## src/rtl/core/lph_pkg.sv

```systemverilog
// shared types and constants for the linear-probing hash table
// holds field widths, status and command codes and the microcode word format
// no dependencies
package lph_pkg;

  // field widths
  localparam int unsigned KEY_W    = 31;
  localparam int unsigned STATUS_W = 2;
  localparam int unsigned IDX_W    = 4;
  localparam int unsigned SIZE_W   = 5;

  // table geometry: the size register can name at most 31 slots
  localparam int unsigned TABLE_DEPTH_DEF = 16;
  localparam int unsigned MAX_SLOTS       = (1 << SIZE_W) - 1;
  localparam logic [SIZE_W-1:0] SIZE_RESET = 5'd16;

  // remainder unit: key padded to a whole number of digits
  localparam int unsigned MOD_DIGIT_W = 4;
  localparam int unsigned MOD_PAD_W   = 32;
  localparam int unsigned MOD_STEPS   = MOD_PAD_W / MOD_DIGIT_W;
  localparam int unsigned MOD_CNT_W   = $clog2(MOD_STEPS);

  // command codes
  localparam logic CMD_INSERT = 1'b0;
  localparam logic CMD_SEARCH = 1'b1;

  // status codes
  localparam logic [STATUS_W-1:0] ST_INSERTED = 2'd0;
  localparam logic [STATUS_W-1:0] ST_FULL     = 2'd1;
  localparam logic [STATUS_W-1:0] ST_FOUND    = 2'd2;
  localparam logic [STATUS_W-1:0] ST_MISSING  = 2'd3;

  // microcode step addresses
  localparam int unsigned UPC_W = 2;
  localparam logic [UPC_W-1:0] STEP_IDLE  = 2'd0;
  localparam logic [UPC_W-1:0] STEP_MOD   = 2'd1;
  localparam logic [UPC_W-1:0] STEP_READ  = 2'd2;
  localparam logic [UPC_W-1:0] STEP_CHECK = 2'd3;

  // datapath operation selected by a control word
  typedef enum logic [1:0] {
    DP_LOAD,
    DP_MOD,
    DP_READ,
    DP_CHECK
  } dp_op_e;

  // jump condition selected by a control word
  typedef enum logic [1:0] {
    JC_NEVER,
    JC_NO_START,
    JC_MOD_MORE,
    JC_PROBE_MORE
  } jump_cond_e;

  // one microcode word
  typedef struct packed {
    dp_op_e            op;
    jump_cond_e        cond;
    logic [UPC_W-1:0]  target;
    logic              last;
  } ctrl_word_t;

  // status flags from the datapath to the sequencer
  typedef struct packed {
    logic start;
    logic mod_more;
    logic probe_more;
  } seq_cond_t;

endpackage

```

## src/rtl/core/lph_ram.sv

```systemverilog
// generic ram with one write port and one registered read port
// one write and one read address per cycle; depends on nothing
module lph_ram #(
  parameter int unsigned WIDTH = 8,
  parameter int unsigned DEPTH = 16
) (
  input  logic                     clk_i,
  input  logic                     we_i,
  input  logic [$clog2(DEPTH)-1:0] waddr_i,
  input  logic [WIDTH-1:0]         wdata_i,
  input  logic [$clog2(DEPTH)-1:0] raddr_i,
  output logic [WIDTH-1:0]         rdata_o
);

  logic [WIDTH-1:0] mem_q [DEPTH];
  logic [WIDTH-1:0] rdata_q;

  // write port
  always_ff @(posedge clk_i) begin
    if (we_i) begin
      mem_q[waddr_i] <= wdata_i;
    end
  end

  // registered read port
  always_ff @(posedge clk_i) begin
    rdata_q <= mem_q[raddr_i];
  end

  assign rdata_o = rdata_q;

endmodule

```

## src/rtl/core/lph_seq.sv

```systemverilog
// microcode sequencer: step counter, control store and jump logic
// depends on lph_pkg for the control word format and step addresses
module lph_seq import lph_pkg::*; (
  input  logic       clk_i,
  input  logic       rst_ni,
  input  seq_cond_t  cond_i,
  output ctrl_word_t ctrl_o,
  output logic       busy_o
);

  logic [UPC_W-1:0] upc_q, upc_d;
  ctrl_word_t       word;
  logic             jump;

  // control store
  always_comb begin
    unique case (upc_q)
      STEP_IDLE:  word = '{op: DP_LOAD,  cond: JC_NO_START,   target: STEP_IDLE, last: 1'b0};
      STEP_MOD:   word = '{op: DP_MOD,   cond: JC_MOD_MORE,   target: STEP_MOD,  last: 1'b0};
      STEP_READ:  word = '{op: DP_READ,  cond: JC_NEVER,      target: STEP_IDLE, last: 1'b0};
      STEP_CHECK: word = '{op: DP_CHECK, cond: JC_PROBE_MORE, target: STEP_READ, last: 1'b1};
      default:    word = '{op: DP_LOAD,  cond: JC_NEVER,      target: STEP_IDLE, last: 1'b1};
    endcase
  end

  // jump condition select
  always_comb begin
    unique case (word.cond)
      JC_NEVER:      jump = 1'b0;
      JC_NO_START:   jump = !cond_i.start;
      JC_MOD_MORE:   jump = cond_i.mod_more;
      JC_PROBE_MORE: jump = cond_i.probe_more;
      default:       jump = 1'b0;
    endcase
  end

  // next step
  always_comb begin
    if (jump) begin
      upc_d = word.target;
    end else if (word.last) begin
      upc_d = STEP_IDLE;
    end else begin
      upc_d = upc_q + UPC_W'(1);
    end
  end

  always_ff @(posedge clk_i or negedge rst_ni) begin
    if (!rst_ni) begin
      upc_q <= STEP_IDLE;
    end else begin
      upc_q <= upc_d;
    end
  end

  assign ctrl_o = word;
  assign busy_o = (upc_q != STEP_IDLE);

endmodule

```

## src/rtl/core/linear_probe_hash_table.sv

```systemverilog
// top level of the linear-probing hash table
// depends on lph_pkg, lph_seq (microcode control) and lph_ram (key store)
//
// Usage:
//   Commands enter on start/busy: a request is taken at a clock edge with
//   start high and busy low, carrying cmd_i (0 insert, 1 search) and key_i.
//   Exactly one result per command appears on status_o and slot_index_o for a
//   single cycle, marked by done_o; it must be taken in that cycle, there is
//   no back-pressure on the result side.
//   The table size register is written over cfg_valid_i/cfg_ready_o with
//   cfg_data_i; ready is high whenever no command is in flight.
//   Steps: the request is taken, then the remainder of the key by the table
//   size is formed (4 key bits per cycle), then each probe reads the key
//   store and compares, with up to table-size probes. The next request can
//   be taken in the cycle done_o is high.
//   Reset clears all slot valid bits at once, so the table starts empty and
//   the size register returns to 16. No clearing pass is needed.
module linear_probe_hash_table import lph_pkg::*; #(
  parameter int unsigned TABLE_DEPTH = TABLE_DEPTH_DEF
) (
  input  logic                clk_i,
  input  logic                rst_ni,
  input  logic                start,
  output logic                busy,
  input  logic                cmd_i,
  input  logic [KEY_W-1:0]    key_i,
  output logic                done_o,
  output logic [STATUS_W-1:0] status_o,
  output logic [IDX_W-1:0]    slot_index_o,
  input  logic                cfg_valid_i,
  output logic                cfg_ready_o,
  input  logic [SIZE_W-1:0]   cfg_data_i
);

  // only the first slots up to the largest size are ever probed
  localparam int unsigned USED_DEPTH = (TABLE_DEPTH < MAX_SLOTS) ? TABLE_DEPTH : MAX_SLOTS;
  localparam int unsigned SLOT_W     = $clog2(USED_DEPTH);
  localparam logic [SIZE_W-1:0] USED_SIZE = SIZE_W'(USED_DEPTH);

  ctrl_word_t ctrl;
  seq_cond_t  cond;
  logic       seq_busy;

  logic [SIZE_W-1:0]    size_q;
  logic [SIZE_W-1:0]    n_q;
  logic [SIZE_W-1:0]    live_n;
  logic                 cmd_q;
  logic [KEY_W-1:0]     key_q;
  logic [MOD_PAD_W-1:0] kshift_q;
  logic [MOD_CNT_W-1:0] mod_cnt_q;
  logic [SIZE_W-1:0]    rem_q;
  logic [SIZE_W:0]      rem_acc;
  logic [SLOT_W-1:0]    pos_q;
  logic [SIZE_W-1:0]    pos_inc;
  logic [SIZE_W-1:0]    probes_q;
  logic [USED_DEPTH-1:0] valid_q;

  logic                 accept;
  logic                 slot_free;
  logic                 key_hit;
  logic                 last_probe;
  logic                 finish;
  logic                 wr_en;
  logic [STATUS_W-1:0]  fin_status;
  logic                 fin_has_slot;
  logic [KEY_W-1:0]     rd_key;

  logic                 done_q;
  logic [STATUS_W-1:0]  status_q;
  logic [IDX_W-1:0]     slot_q;

  // microcode control
  lph_seq u_seq (
    .clk_i  (clk_i),
    .rst_ni (rst_ni),
    .cond_i (cond),
    .ctrl_o (ctrl),
    .busy_o (seq_busy)
  );

  assign busy        = seq_busy;
  assign cfg_ready_o = !seq_busy;
  assign accept      = (ctrl.op == DP_LOAD) && start;

  // table size register
  always_ff @(posedge clk_i or negedge rst_ni) begin
    if (!rst_ni) begin
      size_q <= SIZE_RESET;
    end else if (cfg_valid_i && cfg_ready_o) begin
      size_q <= cfg_data_i;
    end
  end

  // effective size: zero acts as one, clamp to the slots present
  always_comb begin
    live_n = size_q;
    if (live_n == '0) begin
      live_n = SIZE_W'(1);
    end
    if (live_n > USED_SIZE) begin
      live_n = USED_SIZE;
    end
  end

  // remainder step: one digit of the key per cycle
  always_comb begin
    rem_acc = {1'b0, rem_q};
    for (int i = 0; i < MOD_DIGIT_W; i++) begin
      rem_acc = {rem_acc[SIZE_W-1:0], kshift_q[MOD_PAD_W-1-i]};
      if (rem_acc >= {1'b0, n_q}) begin
        rem_acc = rem_acc - {1'b0, n_q};
      end
    end
  end

  // probe evaluation
  assign slot_free  = !valid_q[pos_q];
  assign key_hit    = (rd_key == key_q);
  assign last_probe = (probes_q == (n_q - SIZE_W'(1)));
  assign pos_inc    = SIZE_W'(pos_q) + SIZE_W'(1);

  always_comb begin
    finish       = 1'b0;
    fin_status   = ST_MISSING;
    fin_has_slot = 1'b0;
    if (cmd_q == CMD_INSERT) begin
      if (slot_free) begin
        finish       = 1'b1;
        fin_status   = ST_INSERTED;
        fin_has_slot = 1'b1;
      end else if (last_probe) begin
        finish     = 1'b1;
        fin_status = ST_FULL;
      end
    end else begin
      if (slot_free) begin
        finish     = 1'b1;
        fin_status = ST_MISSING;
      end else if (key_hit) begin
        finish       = 1'b1;
        fin_status   = ST_FOUND;
        fin_has_slot = 1'b1;
      end else if (last_probe) begin
        finish     = 1'b1;
        fin_status = ST_MISSING;
      end
    end
  end

  assign wr_en = (ctrl.op == DP_CHECK) && (cmd_q == CMD_INSERT) && slot_free;

  assign cond.start      = start;
  assign cond.mod_more   = (mod_cnt_q != MOD_CNT_W'(MOD_STEPS - 1));
  assign cond.probe_more = !finish;

  // datapath registers
  always_ff @(posedge clk_i) begin
    case (ctrl.op)
      DP_LOAD: begin
        if (accept) begin
          cmd_q     <= cmd_i;
          key_q     <= key_i;
          kshift_q  <= MOD_PAD_W'(key_i);
          n_q       <= live_n;
          rem_q     <= '0;
          mod_cnt_q <= '0;
        end
      end
      DP_MOD: begin
        kshift_q  <= kshift_q << MOD_DIGIT_W;
        rem_q     <= rem_acc[SIZE_W-1:0];
        mod_cnt_q <= mod_cnt_q + MOD_CNT_W'(1);
        pos_q     <= SLOT_W'(rem_acc);
        probes_q  <= '0;
      end
      DP_CHECK: begin
        if (!finish) begin
          pos_q    <= (pos_inc == n_q) ? '0 : SLOT_W'(pos_inc);
          probes_q <= probes_q + SIZE_W'(1);
        end
      end
      default: begin
      end
    endcase
  end

  // slot valid bits
  always_ff @(posedge clk_i or negedge rst_ni) begin
    if (!rst_ni) begin
      valid_q <= '0;
    end else if (wr_en) begin
      valid_q[pos_q] <= 1'b1;
    end
  end

  // key store
  lph_ram #(
    .WIDTH (KEY_W),
    .DEPTH (USED_DEPTH)
  ) u_key_ram (
    .clk_i   (clk_i),
    .we_i    (wr_en),
    .waddr_i (pos_q),
    .wdata_i (key_q),
    .raddr_i (pos_q),
    .rdata_o (rd_key)
  );

  // result strobe
  always_ff @(posedge clk_i or negedge rst_ni) begin
    if (!rst_ni) begin
      done_q <= 1'b0;
    end else begin
      done_q <= (ctrl.op == DP_CHECK) && finish;
    end
  end

  // result payload
  always_ff @(posedge clk_i) begin
    if ((ctrl.op == DP_CHECK) && finish) begin
      status_q <= fin_status;
      slot_q   <= fin_has_slot ? IDX_W'(pos_q) : '0;
    end
  end

  assign done_o       = done_q;
  assign status_o     = status_q;
  assign slot_index_o = slot_q;

endmodule

```

## config.mk

```make
export PLATFORM = sky130hd
export DESIGN_NAME = linear_probe_hash_table
export DESIGN_NICKNAME = d
export VERILOG_FILES = /design/src/rtl/core/lph_pkg.sv /design/src/rtl/core/lph_ram.sv /design/src/rtl/core/lph_seq.sv /design/src/rtl/core/linear_probe_hash_table.sv
export SDC_FILE = /design/constraint.sdc
export NUM_CORES = 1
export LEC_CHECK = 0
export BUFFER_PORTS_ARGS = -buffer_cell sky130_fd_sc_hd__buf_2
export CAP_MARGIN = 20
export CORE_MARGIN = 4
export CORE_UTILIZATION = 57
export DETAILED_ROUTE_END_ITERATION = 8
export PLACE_DENSITY = 0.78
export SLEW_MARGIN = 15
export SYNTH_ARGS = -nofsm -noshare
export SYNTH_HDL_FRONTEND = slang
export SYNTH_SLANG_ARGS = --single-unit
```

## constraint.sdc

```tcl
create_clock -name clk_i -period 17.1 [get_ports clk_i]
set_input_delay 1.71 -clock clk_i [delete_from_list [all_inputs] [get_ports clk_i]]
set_output_delay 1.71 -clock clk_i [all_outputs]
set_load 0.03 [all_outputs]
```

---- Word-level counts from Yosys, hierarchy flattened ----
Memory sizes are Yosys's and may differ from the RTL's. A register that Yosys moved wholly into a read port is not among the register bits.
Index checks and enable logic that the tools add are counted.
operators by class
  order comparisons ....................... 7
  muxes and demuxes ....................... 40
  bitwise operators ....................... 2
  reduce and logical (&&, ||, !) cells .... 20
  add/sub/neg operators ................... 9
  equality and inequality tests ........... 14
operator list
  kind                                                  count
  one-hot mux 32 bit (2 select lines)                   1
  2-to-1 mux 5 bit                                      7
  2-to-1 mux 32 bit                                     1
  == test 31 bit                                        1
  one-hot mux 7 bit (4 select lines)                    1
  greater-or-equal comparator 6 x 5 -> 1 bit            4
  one-hot mux 5 bit (2 select lines)                    2
  subtractor 5 bit                                      4
  bitwise OR 16 bit                                     1
  2-to-1 mux 1 bit                                      15
  == test 2 bit, second input constant                  5
  == test 5 bit                                         2
  2-to-1 mux 2 bit                                      5
  2-to-1 mux 4 bit                                      2
  one-hot mux 4 bit (2 select lines)                    1
  == test 2 x 1 -> 1 bit, second input constant         3
  logical AND 1 bit                                     6
  zero test 2 bit                                       3
  one-hot mux 3 bit (2 select lines)                    1
  AND reduction 2 bit                                   3
  nonzero test 2 bit                                    3
  adder 4 x 1 -> 5 bit, second input constant           1
  adder 5 x 1 -> 5 bit, second input constant           1
  greater-than comparator 5 bit, second input constant  1
  other kinds (14)                                      18
storage, ports and cells
  word-level logic and storage cells ...... 107
  bits in registers ....................... 116
  bits in writable memories ............... 496
  output and inout bits ................... 9
  memories ................................ 1
  bits of input ports ..................... 41
memory list
  name             depth  bits a word  read ports  clocked after Yosys merged registers in  write ports  line           RTL
  u_key_ram.mem_q  16     31           1           1                                        1            lph_ram.sv:15  logic [WIDTH-1:0] mem_q [DEPTH];

---- Depth between registers and ports, before layout ----
Gate-level depths: netlist (run 1).
  word-level depth ........................ 9
  mapped depth ............................ 31
  depth with buffers taken out ............ 31

---- Cells and area by module ----
Synthesis (run 1) repeated with hierarchy kept, for this count alone.
second synthesis, totals
  cells, all modules ...................... 1341
  area total of the unflattened synthesis .. 25497.0 um2
by module, submodules not included
  module                   sequential area each (um2)  instances  area each (um2)  cells an instance
  lph_ram                  15514.9                     1          19248.5          812
  linear_probe_hash_table  3314.4                      1          6014.5           502
  lph_seq                  50.0                        1          234.0            27

---- Worst setup path after synthesis (run 1) ----
Ideal clock, no wire load.
  path kind ............................... reg-to-reg
  start point ............................. register n_q[1]
  end point ............................... register pos_q[0] (data pin)
  period minus slack after synthesis ...... 6.532 ns
  slack ................................... 10.568 ns
  setup time .............................. 0.153 ns
  arrival time ............................ 6.379 ns
  data required time ...................... 16.947 ns
  stages on the path, launching flop included .. 29
  path buffers ............................ 0
  cell sequence ........................... edfxtp_1 -> inv_1 -> fa_1 -> a21oi_1 -> o211ai_1 -> o21ai_0 -> inv_1 -> ha_1 -> and3_1 -> a31oi_1 -> o311ai_1 -> a211o_1 -> mux2_2 -> inv_1 -> ha_1 -> a41o_1 -> o22ai_1 -> o211ai_1 -> mux2i_2 -> mux2i_1 -> fa_1 -> a21o_1 -> a21oi_1 -> nand2_1 -> a21oi_1 -> o31a_1 -> o221ai_4 -> mux2_4 -> o22ai_1
between the ends
  cells in the longest elaborated chain, start to end .. 9
  elaborated cells on any way between the ends .. 15
  those cells by class .................... add/sub: 3; order compare: 4; eq/ne: 1; mux: 7
RTL lines
  element                                                                                line                                                            RTL
  from (decl)                                                                            linear_probe_hash_table.sv:45                                   logic [SIZE_W-1:0] n_q;
  from (signal assigned)                                                                 linear_probe_hash_table.sv:164                                  n_q <= live_n;
  subtractor 5 bit / greater-or-equal comparator 6 x 5 -> 1 bit (equally long branches)  linear_probe_hash_table.sv:111, linear_probe_hash_table.sv:110
  2-to-1 mux 5 bit                                                                       linear_probe_hash_table.sv:110                                  if (rem_acc >= {1'b0, n_q}) begin
  subtractor 5 bit / greater-or-equal comparator 6 x 5 -> 1 bit (equally long branches)  linear_probe_hash_table.sv:111, linear_probe_hash_table.sv:110
  2-to-1 mux 5 bit                                                                       linear_probe_hash_table.sv:110
  subtractor 5 bit / greater-or-equal comparator 6 x 5 -> 1 bit (equally long branches)  linear_probe_hash_table.sv:111, linear_probe_hash_table.sv:110
  2-to-1 mux 5 bit                                                                       linear_probe_hash_table.sv:110
  greater-or-equal comparator 6 x 5 -> 1 bit                                             linear_probe_hash_table.sv:110
  2-to-1 mux 5 bit                                                                       linear_probe_hash_table.sv:110
  one-hot mux 4 bit (2 select lines) (*)                                                 linear_probe_hash_table.sv:158                                  case (ctrl.op)
  to (signal assigned)                                                                   linear_probe_hash_table.sv:173                                  pos_q <= SLOT_W'(rem_acc);
  to (signal assigned)                                                                   linear_probe_hash_table.sv:178                                  pos_q <= (pos_inc == n_q) ? '0 : SLOT_W'(pos_inc);
  to (decl)                                                                              linear_probe_hash_table.sv:53                                   logic [SLOT_W-1:0] pos_q;
Every way passes the cells marked *; elsewhere a longest branch is shown, timed or not. The select of a mux whose other input is x is not followed.
A chain may end at the register's enable or synchronous reset.

---- Worst setup path in the final report (run 1) ----
  start point ............................. register n_q[0]
  end point ............................... register pos_q[3] (data pin)
between the ends
  cells in the longest elaborated chain, start to end .. 9
  elaborated cells on any way between the ends .. 16
  those cells by class .................... add/sub: 4; order compare: 4; eq/ne: 1; mux: 7
RTL lines
  element                                                                                line
  subtractor 5 bit / greater-or-equal comparator 6 x 5 -> 1 bit (equally long branches)  linear_probe_hash_table.sv:111, linear_probe_hash_table.sv:110
  2-to-1 mux 5 bit                                                                       linear_probe_hash_table.sv:110
  subtractor 5 bit / greater-or-equal comparator 6 x 5 -> 1 bit (equally long branches)  linear_probe_hash_table.sv:111, linear_probe_hash_table.sv:110
  2-to-1 mux 5 bit                                                                       linear_probe_hash_table.sv:110
  subtractor 5 bit / greater-or-equal comparator 6 x 5 -> 1 bit (equally long branches)  linear_probe_hash_table.sv:111, linear_probe_hash_table.sv:110
  2-to-1 mux 5 bit                                                                       linear_probe_hash_table.sv:110
  subtractor 5 bit / greater-or-equal comparator 6 x 5 -> 1 bit (equally long branches)  linear_probe_hash_table.sv:111, linear_probe_hash_table.sv:110
  2-to-1 mux 5 bit                                                                       linear_probe_hash_table.sv:110
  one-hot mux 4 bit (2 select lines) (*)                                                 linear_probe_hash_table.sv:158
Marks and branches as above.

==> out/metrics.cfg, run 1 <==
[timing]
hold_violations=0
max_slew_margin=0.291
period_share=0.452
rsz0062_at_grt=false
fmax_mhz=129
skew_ns=0.0346
setup_viol_count_final=0
fin_crit_ns=7.73
slew_viol_final=0
fin_setup_tns_ns=0
tightest_slew_ns=1.06
hold_slack_ns=0.466

[synthesis]
synth_top_cell_by_area=edfxtp_1
yosys_warnings=0
yosys.area.top_type_share=0.698
synth_ff_type=edfxtp_1
ys_types=50
syn-num-nets=1265
yosysSeqAreaShare=0.747
synthArstFlopShare=0.0373
syn_area_um2=25300
syn_inst=1186
synth_edf_count=588
synth-seq-cells=643
synth_top_cells_by_area=edfxtp_1 (70%), mux4_2 (14%), dfxtp_1 (2.5%)
avgSynthCellArea_um2=21.3

[clock_tree]
cts_tree=done
clockBufferDepth=3
cts_setup_buffers=0
cts_sinks=643
root_buffer=clkbuf_16
numCtsBuffers=60
cts_max_level=2
cts.hold.buffers_added=0
clk-insertion-delay-late_ns=0.63
clk_pin_slew_worst_paths_ns=0.06
cts.repair.resized=0

[detailed_routing]
drt-initial-drc-count=1377
drt-total-wl_um=53900
vias_per_cell=6.32
num_vias=12100
dr.pass1.iters=5
wl_per_cell_um=28.1
antenna_left=0
drc=0

[critical_path]
cp_common_cell=ha_1
ff2ff_path_depth=28
worstPathMaxFanout=7
timing.critical_path.to_type=flip-flop
worstReg2RegStart=n_q[0]
crit_path_top_delay_cell=edfxtp_1
timing.rr.end=pos_q[3]
start_kind=flip-flop
path_buf_inv=2
arrival_ns=8.06
regToRegSetupSlack_ns=9.37
cp-endpoint=pos_q[3]
crit_required_ns=17.43
critPathLaunch=n_q[0]
worst-path-stages=28
path_class=flip-flop to flip-flop
path_delay_family=compound AO/OA/AOI/OAI gates
slowest_delay_ns=0.60

[floorplan]
initial_core_util=0.582
io_pins=50
die_h_um=219
fp-row-count=76
dieArea_um2=47800
core_um2=43500
chipWidth_um=219

[global_routing]
overflow=0
track_usage=0.233
first_global_vias=12600
grt_max_degree=72
antenna_found_initial=0
grt_pass1_wl_um=81200

[status]
status=complete, no violations

[hold_path]
hp-class=flip-flop to flip-flop

[finish]
syn_to_final_growth_pct=12.3
final_cell_mix=edfxtp_1 (588), mux4_2 (160), clkbuf_16 (60), buf_2 (49), xnor2_1 (48)
final_nets=1361
fillers=2728
layout.cells.most_common=edfxtp_1
final_layout_size_suffix_gt1_frac=0.306
antenna_cells=0

[pwr]
p_per_area_nw_per_um2=209
p_leak_nw=9.40
ir_worst_vdd_uv=227

[placed_design]
dp_hpwl_um=29100
gp_congestion=0.796
port_buffers=49

[job]
cap_viol_max_count=0

==> stage by stage <==
stage | instance area (um2) | instances | utilization | worst slack [ns] | total power, mW
3_5_place_dp | 26400 | 1805 | 0.608 | 9.44 | 4.62
6_report | 28400 | 1918 | 0.654 | 9.37 | 5.93
5_1_grt | 28400 | 1918 | 0.654 | 8.69 | 6.24
3_3_place_gp | 26400 | 1805 | 0.608 | 9.55 | 4.55
4_1_cts | 28400 | 1918 | 0.654 | 9.37 | 5.95
2_1_floorplan | 25300 | 1186 | - | 10.57 | 4.06
==> layout make-up <==
| type | instances | area [um2] | share of cell area |
|---|---|---|---|
| Multi-Input combinational cell | 475 | 6260 | 0.220 |
| Inverter | 25 | 93.8 | 0.00330 |
| Clock inverter | 30 | 345 | 0.0122 |
| Tap cell | 585 | 732 | 0.0258 |
| Clock buffer | 83 | 1640 | 0.0577 |
| Sequential cell | 643 | 18900 | 0.665 |
| Timing Repair Buffer | 77 | 455 | 0.0160 |
==> per-layer routing <==
layer  routed length, um  GRT usage
met5                   0          0
met4                1200     0.0630
met3                4240     0.0441
met2               27300      0.382
met1               21200      0.328
==> Yosys cell counts (all sizes together) (2+ instances only) <==
cell type,n
o22ai,5
dfxtp,31
inv,25
mux2i,8
and3,4
nor2,31
nand4,12
nor2b,10
a211oi,3
or2,18
nor3b,3
a31oi,3
xor2,9
a21o,7
nor3,6
mux4,160
edfxtp,588
and2,8
nand2,17
o21ai,9
a21oi,11
nand2b,5
dfrtp,23
xnor2,48
clkbuf,23
o31a,2
fa,4
mux2,40
buf,20
o211ai,3
nor4,2
nand3,7
ha,34
==> how the worst min path moves through the flow <==
stage | from | end | slack [ns] | cells past startpoint
floorplan | valid_q[10] | valid_q[10] | 0.43 | 1
global placement | valid_q[10] | valid_q[10] | 0.45 | 1
detailed placement | valid_q[0] | valid_q[0] | 0.45 | 1
CTS | valid_q[0] | valid_q[0] | 0.46 | 1
global route | valid_q[10] | valid_q[10] | 0.48 | 1
finish | valid_q[15] | valid_q[15] | 0.47 | 1
==> state kept, by name, summed over array words and instances (netlist names) <==
| register | flops |
|---|---|
| n_q | 5 |
| u_key_ram.mem_q | 496 |
| u_seq.upc_q | 2 |
| u_key_ram.rdata_o | 31 |
| key_q | 31 |
| kshift_q | 32 |
| cmd_q | 1 |
| done_o | 1 |
| slot_index_o | 4 |
| valid_q | 16 |
| status_o | 2 |
| size_q | 5 |
| pos_q | 4 |
| rem_q | 5 |
| mod_cnt_q | 3 |
| probes_q | 5 |
==> cells by family after synthesis <==
group,count (synthesis),share of synthesized area
DFF,643,0.747
buffers and inverters,68,0.0102
adders and majority gates,38,0.0200
AOI/OAI and AO/OA,49,0.0141
muxes,208,0.164
xor gates and xnor gates,57,0.0197
and+or+nand+nor,123,0.0254
==> where the power goes <==
| part | internal [mW] | switching, mW |
|---|---|---|
| Combinational | 1.16 | 1.26 |
| Clock | 0.764 | 0.564 |
| Sequential | 2.03 | 0.146 |
==> worst register-to-register path: cells and delay by family (launching register included) <==
family	cells	cell delay, ns
adder cells (fa/ha/maj)	5	1.65
multiplexers	4	1.38
buffers and inverters	2	0.14
AND/OR/NAND/NOR	2	0.26
AO/OA/AOI/OAI	15	3.41
flip-flops	1	0.60
Note: power is estimated with default switching activity, not from simulation.
==> inputs of run 2 (changes only) <==
- ABC_AREA: default -> 1
- CORE_UTILIZATION: 57 -> 56
- PLACE_DENSITY: 0.78 -> 0.8
- clock period: 17.1 -> 6.8 ns (I/O delays scaled with it)
==> out/metrics.cfg, run 2 <==
[clock_tree]
cts_tree=done
clockBufferDepth=3  ; unchanged
numCtsBuffers=60  ; unchanged
cts_sinks=643  ; unchanged
clk-insertion-delay-late_ns=0.63  ; about the same
cts_max_level=2  ; unchanged
cts.hold.buffers_added=0  ; unchanged
root_buffer=clkbuf_16
clk_pin_slew_worst_paths_ns=0.07  ; about the same

[finish]
layout.cells.most_common=edfxtp_1
largest_reg_flops=496  ; unchanged
antenna_cells=0  ; unchanged
syn_to_final_growth_pct=11.6
final_cell_mix=edfxtp_1 (588), nand2_1 (332), nor2_1 (298), o21ai_0 (280), o22ai_1 (133)
post-route-util=0.636  ; -0.0174
fin_area_um2=29000  ; +2.1%
top_regs=u_key_ram.mem_q x496, kshift_q x32
final_nets=2237  ; +64%
final_layout_size_suffix_gt1_frac=0.0986  ; -0.207
regMostFlops=u_key_ram.mem_q

[synthesis]
syn_area_um2=26000  ; +2.7%
ys_types=44  ; -12%
syn-num-nets=2198  ; +74%
syn_inst=2119  ; +79%
synth_top_cell_by_area=edfxtp_1
yosys.area.top_type_share=0.680  ; -0.0187
avgSynthCellArea_um2=12.3  ; -42%
yosysSeqAreaShare=0.727  ; -0.0200
synth_edf_count=588  ; unchanged
synth_top_cells_by_area=edfxtp_1 (68%), o21ai_0 (5.4%), nand2_1 (4.8%)
synth_ff_type=edfxtp_1
synth_most_common_cell=edfxtp_1
synth-seq-cells=643  ; unchanged
yosys_warnings=0  ; unchanged
synthArstFlopShare=0.0373  ; unchanged
yosys-top-cells-count=edfxtp_1 (588), nand2_1 (332), nor2_1 (316)

[critical_path]
regToRegSetupSlack_ns=0.67  ; -8.70 ns
cp_common_cell=nand2_1
path_class=flip-flop to flip-flop
arrival_ns=6.51  ; -1.55 ns
timing.critical_path.to_type=flip-flop
path_buf_inv=7  ; +5
path_delay_family=simple AND/OR/NAND/NOR gates
worstPathMaxFanout=9  ; +2
crit_path_top_delay_cell=edfxtp_1
start_kind=flip-flop
slowest_delay_ns=0.53  ; -0.07 ns
crit_required_ns=7.18  ; -10.25 ns

[floorplan]
dieArea_um2=49900  ; +4.4%
initial_core_util=0.570  ; -0.0118
die_h_um=223  ; +2.2%
fp-row-count=78  ; +2.6%
core_um2=45600  ; +4.9%
chipWidth_um=223  ; +2.2%
io_pins=50  ; unchanged

[global_routing]
grt_max_degree=261  ; +260%
grt_pass1_wl_um=96200  ; +19%
busiest_layer=met2
track_usage=0.250  ; +0.0173
first_global_vias=16900  ; +35%
antenna_found_initial=1  ; +1
grtUsageMet3=0.0547  ; +0.0107
gr-usage-met2=0.409  ; +0.0265
overflow=0  ; unchanged
grt_use_met1=0.336  ; +0.00877

[detailed_routing]
vias_per_cell=6.14  ; -2.8%
num_vias=17300  ; +42%
dr.pass1.iters=6  ; +1
drc=0  ; unchanged
drt-initial-drc-count=2516  ; +83%
drt-total-wl_um=63600  ; +18%
wl_per_cell_um=22.6  ; -19%
antenna_left=0  ; unchanged

[timing]
max_slew_margin=0.0999  ; -0.191
fmax_mhz=163  ; +26%
slew_viol_final=0  ; unchanged
hold_slack_ns=0.0746  ; -0.391 ns
fin_crit_ns=6.13  ; -1.60 ns
rsz0062_at_grt=false
period_share=0.902  ; +0.450
skew_ns=0.0223  ; -0.0123 ns
setup_viol_count_final=0  ; unchanged
fin_setup_tns_ns=0  ; unchanged
tightest_slew_ns=1.35  ; +0.286 ns
hold_violations=0  ; unchanged

[pwr]
p_per_area_nw_per_um2=546  ; +160%
p_leak_nw=10.2  ; +9.0%
finalPower_mw=15.8  ; +170%
ir_worst_vdd_uv=934  ; +310%

[placed_design]
port_buffers=49  ; unchanged
gp_congestion=0.831  ; +4.4%
dp_hpwl_um=33700  ; +16%
placed_area_um2=26900  ; +2.0%

[job]
cap_viol_max_count=0  ; unchanged

[status]
status=complete, no violations

[hold_path]
hp-class=input port to async pin

run 2: cell count changes in the layout (fill, tap and decap cells not counted), moves of 38 or more:
cell,previous run,this run
nand2_1,17,332
nor2_1,19,298
o21ai_0,7,280
mux4_2,160,0
o22ai_1,5,133
inv_1,24,99
mux2_2,39,1
run 2: path summary, 6_finish.rpt:
path                            depth (start not counted)             end  startpoint
worst max-delay path                                   37        pos_q[3]      n_q[1]
worst min-delay path                                    1  u_seq.upc_q[1]      rst_ni
worst max register to register                         37        pos_q[3]      n_q[1]
worst min register to register                          1      valid_q[7]  valid_q[7]
max in group asynchronous                               1     valid_q[12]      rst_ni
min in group clk_i                                      1       key_q[10]   key_i[10]
run 2: layout make-up:
type / count / area (um2)
sequential: 643 / 18900
fill: 3181 / 16600
multi-input combinational: 1267 / 6430
clock buffer: 86 / 1700
tap: 600 / 751
timing repair buffer: 83 / 510
inverter: 103 / 397
clock inverter: 28 / 333
run 2: cell families after synthesis:
| family | Yosys count | share of synthesized area |
|---|---|---|
| xor gates and xnor gates | 26 | 0.00877 |
| adders and majority gates | 38 | 0.0195 |
| buffers and inverters | 209 | 0.0316 |
| AOI/OAI and AO/OA | 455 | 0.0954 |
| DFF | 643 | 0.727 |
| muxes | 1 | 0.000433 |
| and+or+nand+nor | 747 | 0.118 |
run 2: where the power goes:
part           switching (mW)  internal [mW]  total [mW]  leakage, nW
Sequential              0.354           5.11        5.47         5.90
Combinational            4.69           2.28        6.97         3.37
Clock                    1.45           1.94        3.39        0.978
Total                    6.49           9.34        15.8         10.2
run 2: per-layer routing:
metal,part of all wire,up-vias,routed length (um)
met1,0.36,8274,23200
met5,0,-,0
met4,0.033,0,2120
met2,0.48,1159,30500
met3,0.12,176,7800
li1,-,7645,-
run 2: stage by stage:
step	instances	worst slack (ns)
after detailed placement	2693	0.647
after global routing	2810	0.0499
after CTS	2807	0.631
final	2810	0.668
after floorplan	2119	1.53
after global placement	2692	0.829
run 2: repair_timing:
action                                  in CTS  in global routing
endpoints found under the setup margin       0                  2
resized for setup                            0                  1
setup buffers                                0                  3
run 2: worst reg2reg max path: cells and delay by family (launching register included):
kind | cells | cell delay, ns
AND/OR/NAND/NOR | 22 | 1.98
flip-flops | 1 | 0.53
adder cells (fa/ha/maj) | 4 | 1.56
buffers and inverters | 7 | 0.79
AO/OA/AOI/OAI | 4 | 1.05
==> inputs of run 3 (changes only) <==
- PLACE_DENSITY: 0.8 -> 0.76
==> out/metrics.cfg, run 3 (same netlist as run 2, synthesis figures left out) <==
[status]
status=complete, no violations

[pwr]
p_seq_frac=0.348  ; +0.003
p_leak_nw=10.2  ; -0.43%
ir_worst_vdd_uv=1260  ; +35%
finalPower_mw=15.7  ; -0.81%
p_per_area_nw_per_um2=544  ; -0.44%
power_frac_comb=0.443  ; +0.003
internal_power_mw=9.27  ; -0.75%
p_switching_mw=6.43  ; -0.89%
clkPwrFrac=0.209  ; -0.005
switching_share=0.410  ; about the same

[detailed_routing]
drc=0  ; unchanged
wl_per_cell_um=22.4  ; -1.3%
dr.pass1.iters=8  ; +2
vias_per_cell=6.05  ; -1.5%
drt-initial-drc-count=2107  ; -16%
drt-total-wl_um=62700  ; -1.4%
num_vias=17000  ; -1.7%
antenna_left=0  ; unchanged

[finish]
top_regs=u_key_ram.mem_q x496, kshift_q x32
largest_reg_flops=496  ; unchanged
syn_to_final_growth_pct=11.2
final_layout_size_suffix_gt1_frac=0.0938  ; -0.00481
fillers=3239  ; +1.8%
final_nets=2236  ; -0.045%
regMostFlops=u_key_ram.mem_q
final_cell_mix=edfxtp_1 (588), nand2_1 (332), nor2_1 (298), o21ai_0 (280), o22ai_1 (133)
layout.cells.most_common=edfxtp_1
antenna_cells=0  ; unchanged

[global_routing]
track_usage=0.245  ; -0.00457
overflow=0  ; unchanged
first_global_vias=16400  ; -2.9%
grt_pass1_wl_um=94300  ; -2.0%
grt_max_degree=108  ; -59%
antenna_found_initial=3  ; +2

[critical_path]
arrival_ns=6.50  ; about the same
timing.rr.end=pos_q[3]
timing.critical_path.to_type=flip-flop
crit_required_ns=7.18  ; about the same
ff2ff_path_depth=35  ; -5.4%
regToRegSetupSlack_ns=0.68  ; about the same
worstReg2RegStart=n_q[1]
cp_common_cell=nand2_1
worstPathMaxFanout=9  ; unchanged
crit_path_top_delay_cell=fa_1
start_kind=flip-flop
slowest_delay_ns=0.53  ; about the same
path_class=flip-flop to flip-flop

[clock_tree]
cts_max_level=2  ; unchanged
numCtsBuffers=60  ; unchanged
cts.hold.buffers_added=0  ; unchanged
cts_sinks=643  ; unchanged
root_buffer=clkbuf_16
clk_pin_slew_worst_paths_ns=0.06  ; about the same
cts.repair.resized=0  ; unchanged
clockBufferDepth=3  ; unchanged
cts_setup_buffers=0  ; unchanged
cts_tree=done
clk-insertion-delay-late_ns=0.63  ; about the same

[job]
cap_viol_max_count=0  ; unchanged

[timing]
slew_viol_final=0  ; unchanged
tightest_slew_ns=1.11  ; -0.238 ns
rsz0062_at_grt=false
skew_ns=0.0247  ; +0.00239 ns
setup_viol_count_final=0  ; unchanged
period_share=0.900  ; -0.00144
hold_violations=0  ; unchanged
fin_setup_tns_ns=0  ; unchanged
fin_crit_ns=6.12  ; -0.00982 ns
max_slew_margin=0.259  ; +0.159
fmax_mhz=163  ; +0.16%

[floorplan]
io_pins=50  ; unchanged
die_h_um=223  ; unchanged
core_um2=45600  ; unchanged
dieArea_um2=49900  ; unchanged
initial_core_util=0.570  ; unchanged
fp-row-count=78  ; unchanged
chipWidth_um=223  ; unchanged

[placed_design]
port_buffers=49  ; unchanged
gp_congestion=0.824  ; -0.81%
dp_hpwl_um=33600  ; -0.10%

[hold_path]
hp-class=input port to async pin

[run 3: metrics by stage]
stage / util / std cells / cell area, um2 / setup WS, ns / hold WS [ns]
2_1_floorplan: - / 2119 / 26000 / 1.53 / 0.384
3_3_place_gp: 0.591 / 2694 / 26900 / 0.912 / 0.440
3_5_place_dp: 0.591 / 2695 / 26900 / 0.717 / 0.446
4_1_cts: 0.634 / 2806 / 28900 / 0.701 / 0.0683
5_1_grt: 0.634 / 2806 / 28900 / 0.0636 / 0.106
6_report: 0.634 / 2806 / 28900 / 0.678 / 0.0662
[run 3: per-layer routing]
layer	up-vias	global-route usage	routed length (um)
met3	129	0.0508	6710
met1	8270	0.328	24100
met5	-	0	13
met2	927	0.404	30000
li1	7638	-	-
met4	2	0.0881	1910
[run 3: worst max-delay path: cells and delay by family (launching register included)]
| kind | cells | cell delay, ns |
|---|---|---|
| AO/OA/AOI/OAI | 5 | 1.11 |
| adder cells (fa/ha/maj) | 4 | 1.75 |
| buffers and inverters | 6 | 0.68 |
| flip-flops | 1 | 0.47 |
| AND/OR/NAND/NOR | 20 | 1.85 |
[run 3: power groups by stage]
stage,combinational (mW),sequential [mW],clock (mW)
2_1_floorplan,5.22,5.44,0
3_3_place_gp,6.59,5.51,0
3_5_place_dp,6.82,5.53,0
4_1_cts,6.86,5.45,3.32
5_1_grt,7.74,5.51,3.50
6_report,6.96,5.46,3.29
[run 3: worst max-delay path by stage]
stage                 from        to  slack (ns)
CTS                 n_q[1]  pos_q[3]        0.70
detailed placement  n_q[1]  pos_q[3]        0.72
global route        n_q[1]  pos_q[3]        0.06
floorplan           n_q[1]  pos_q[3]        1.53
finish              n_q[1]  pos_q[3]        0.68
global placement    n_q[1]  pos_q[3]        0.91
[run 3: cell type report]
type	instances	area, um2	share of cell area
well taps	600	751	0.0260
multi-input cells	1267	6430	0.222
clock inverters	26	274	0.00948
inverters	103	393	0.0136
repair buffers	82	490	0.0170
flip-flops and latches	643	18900	0.653
clock buffers	85	1680	0.0580
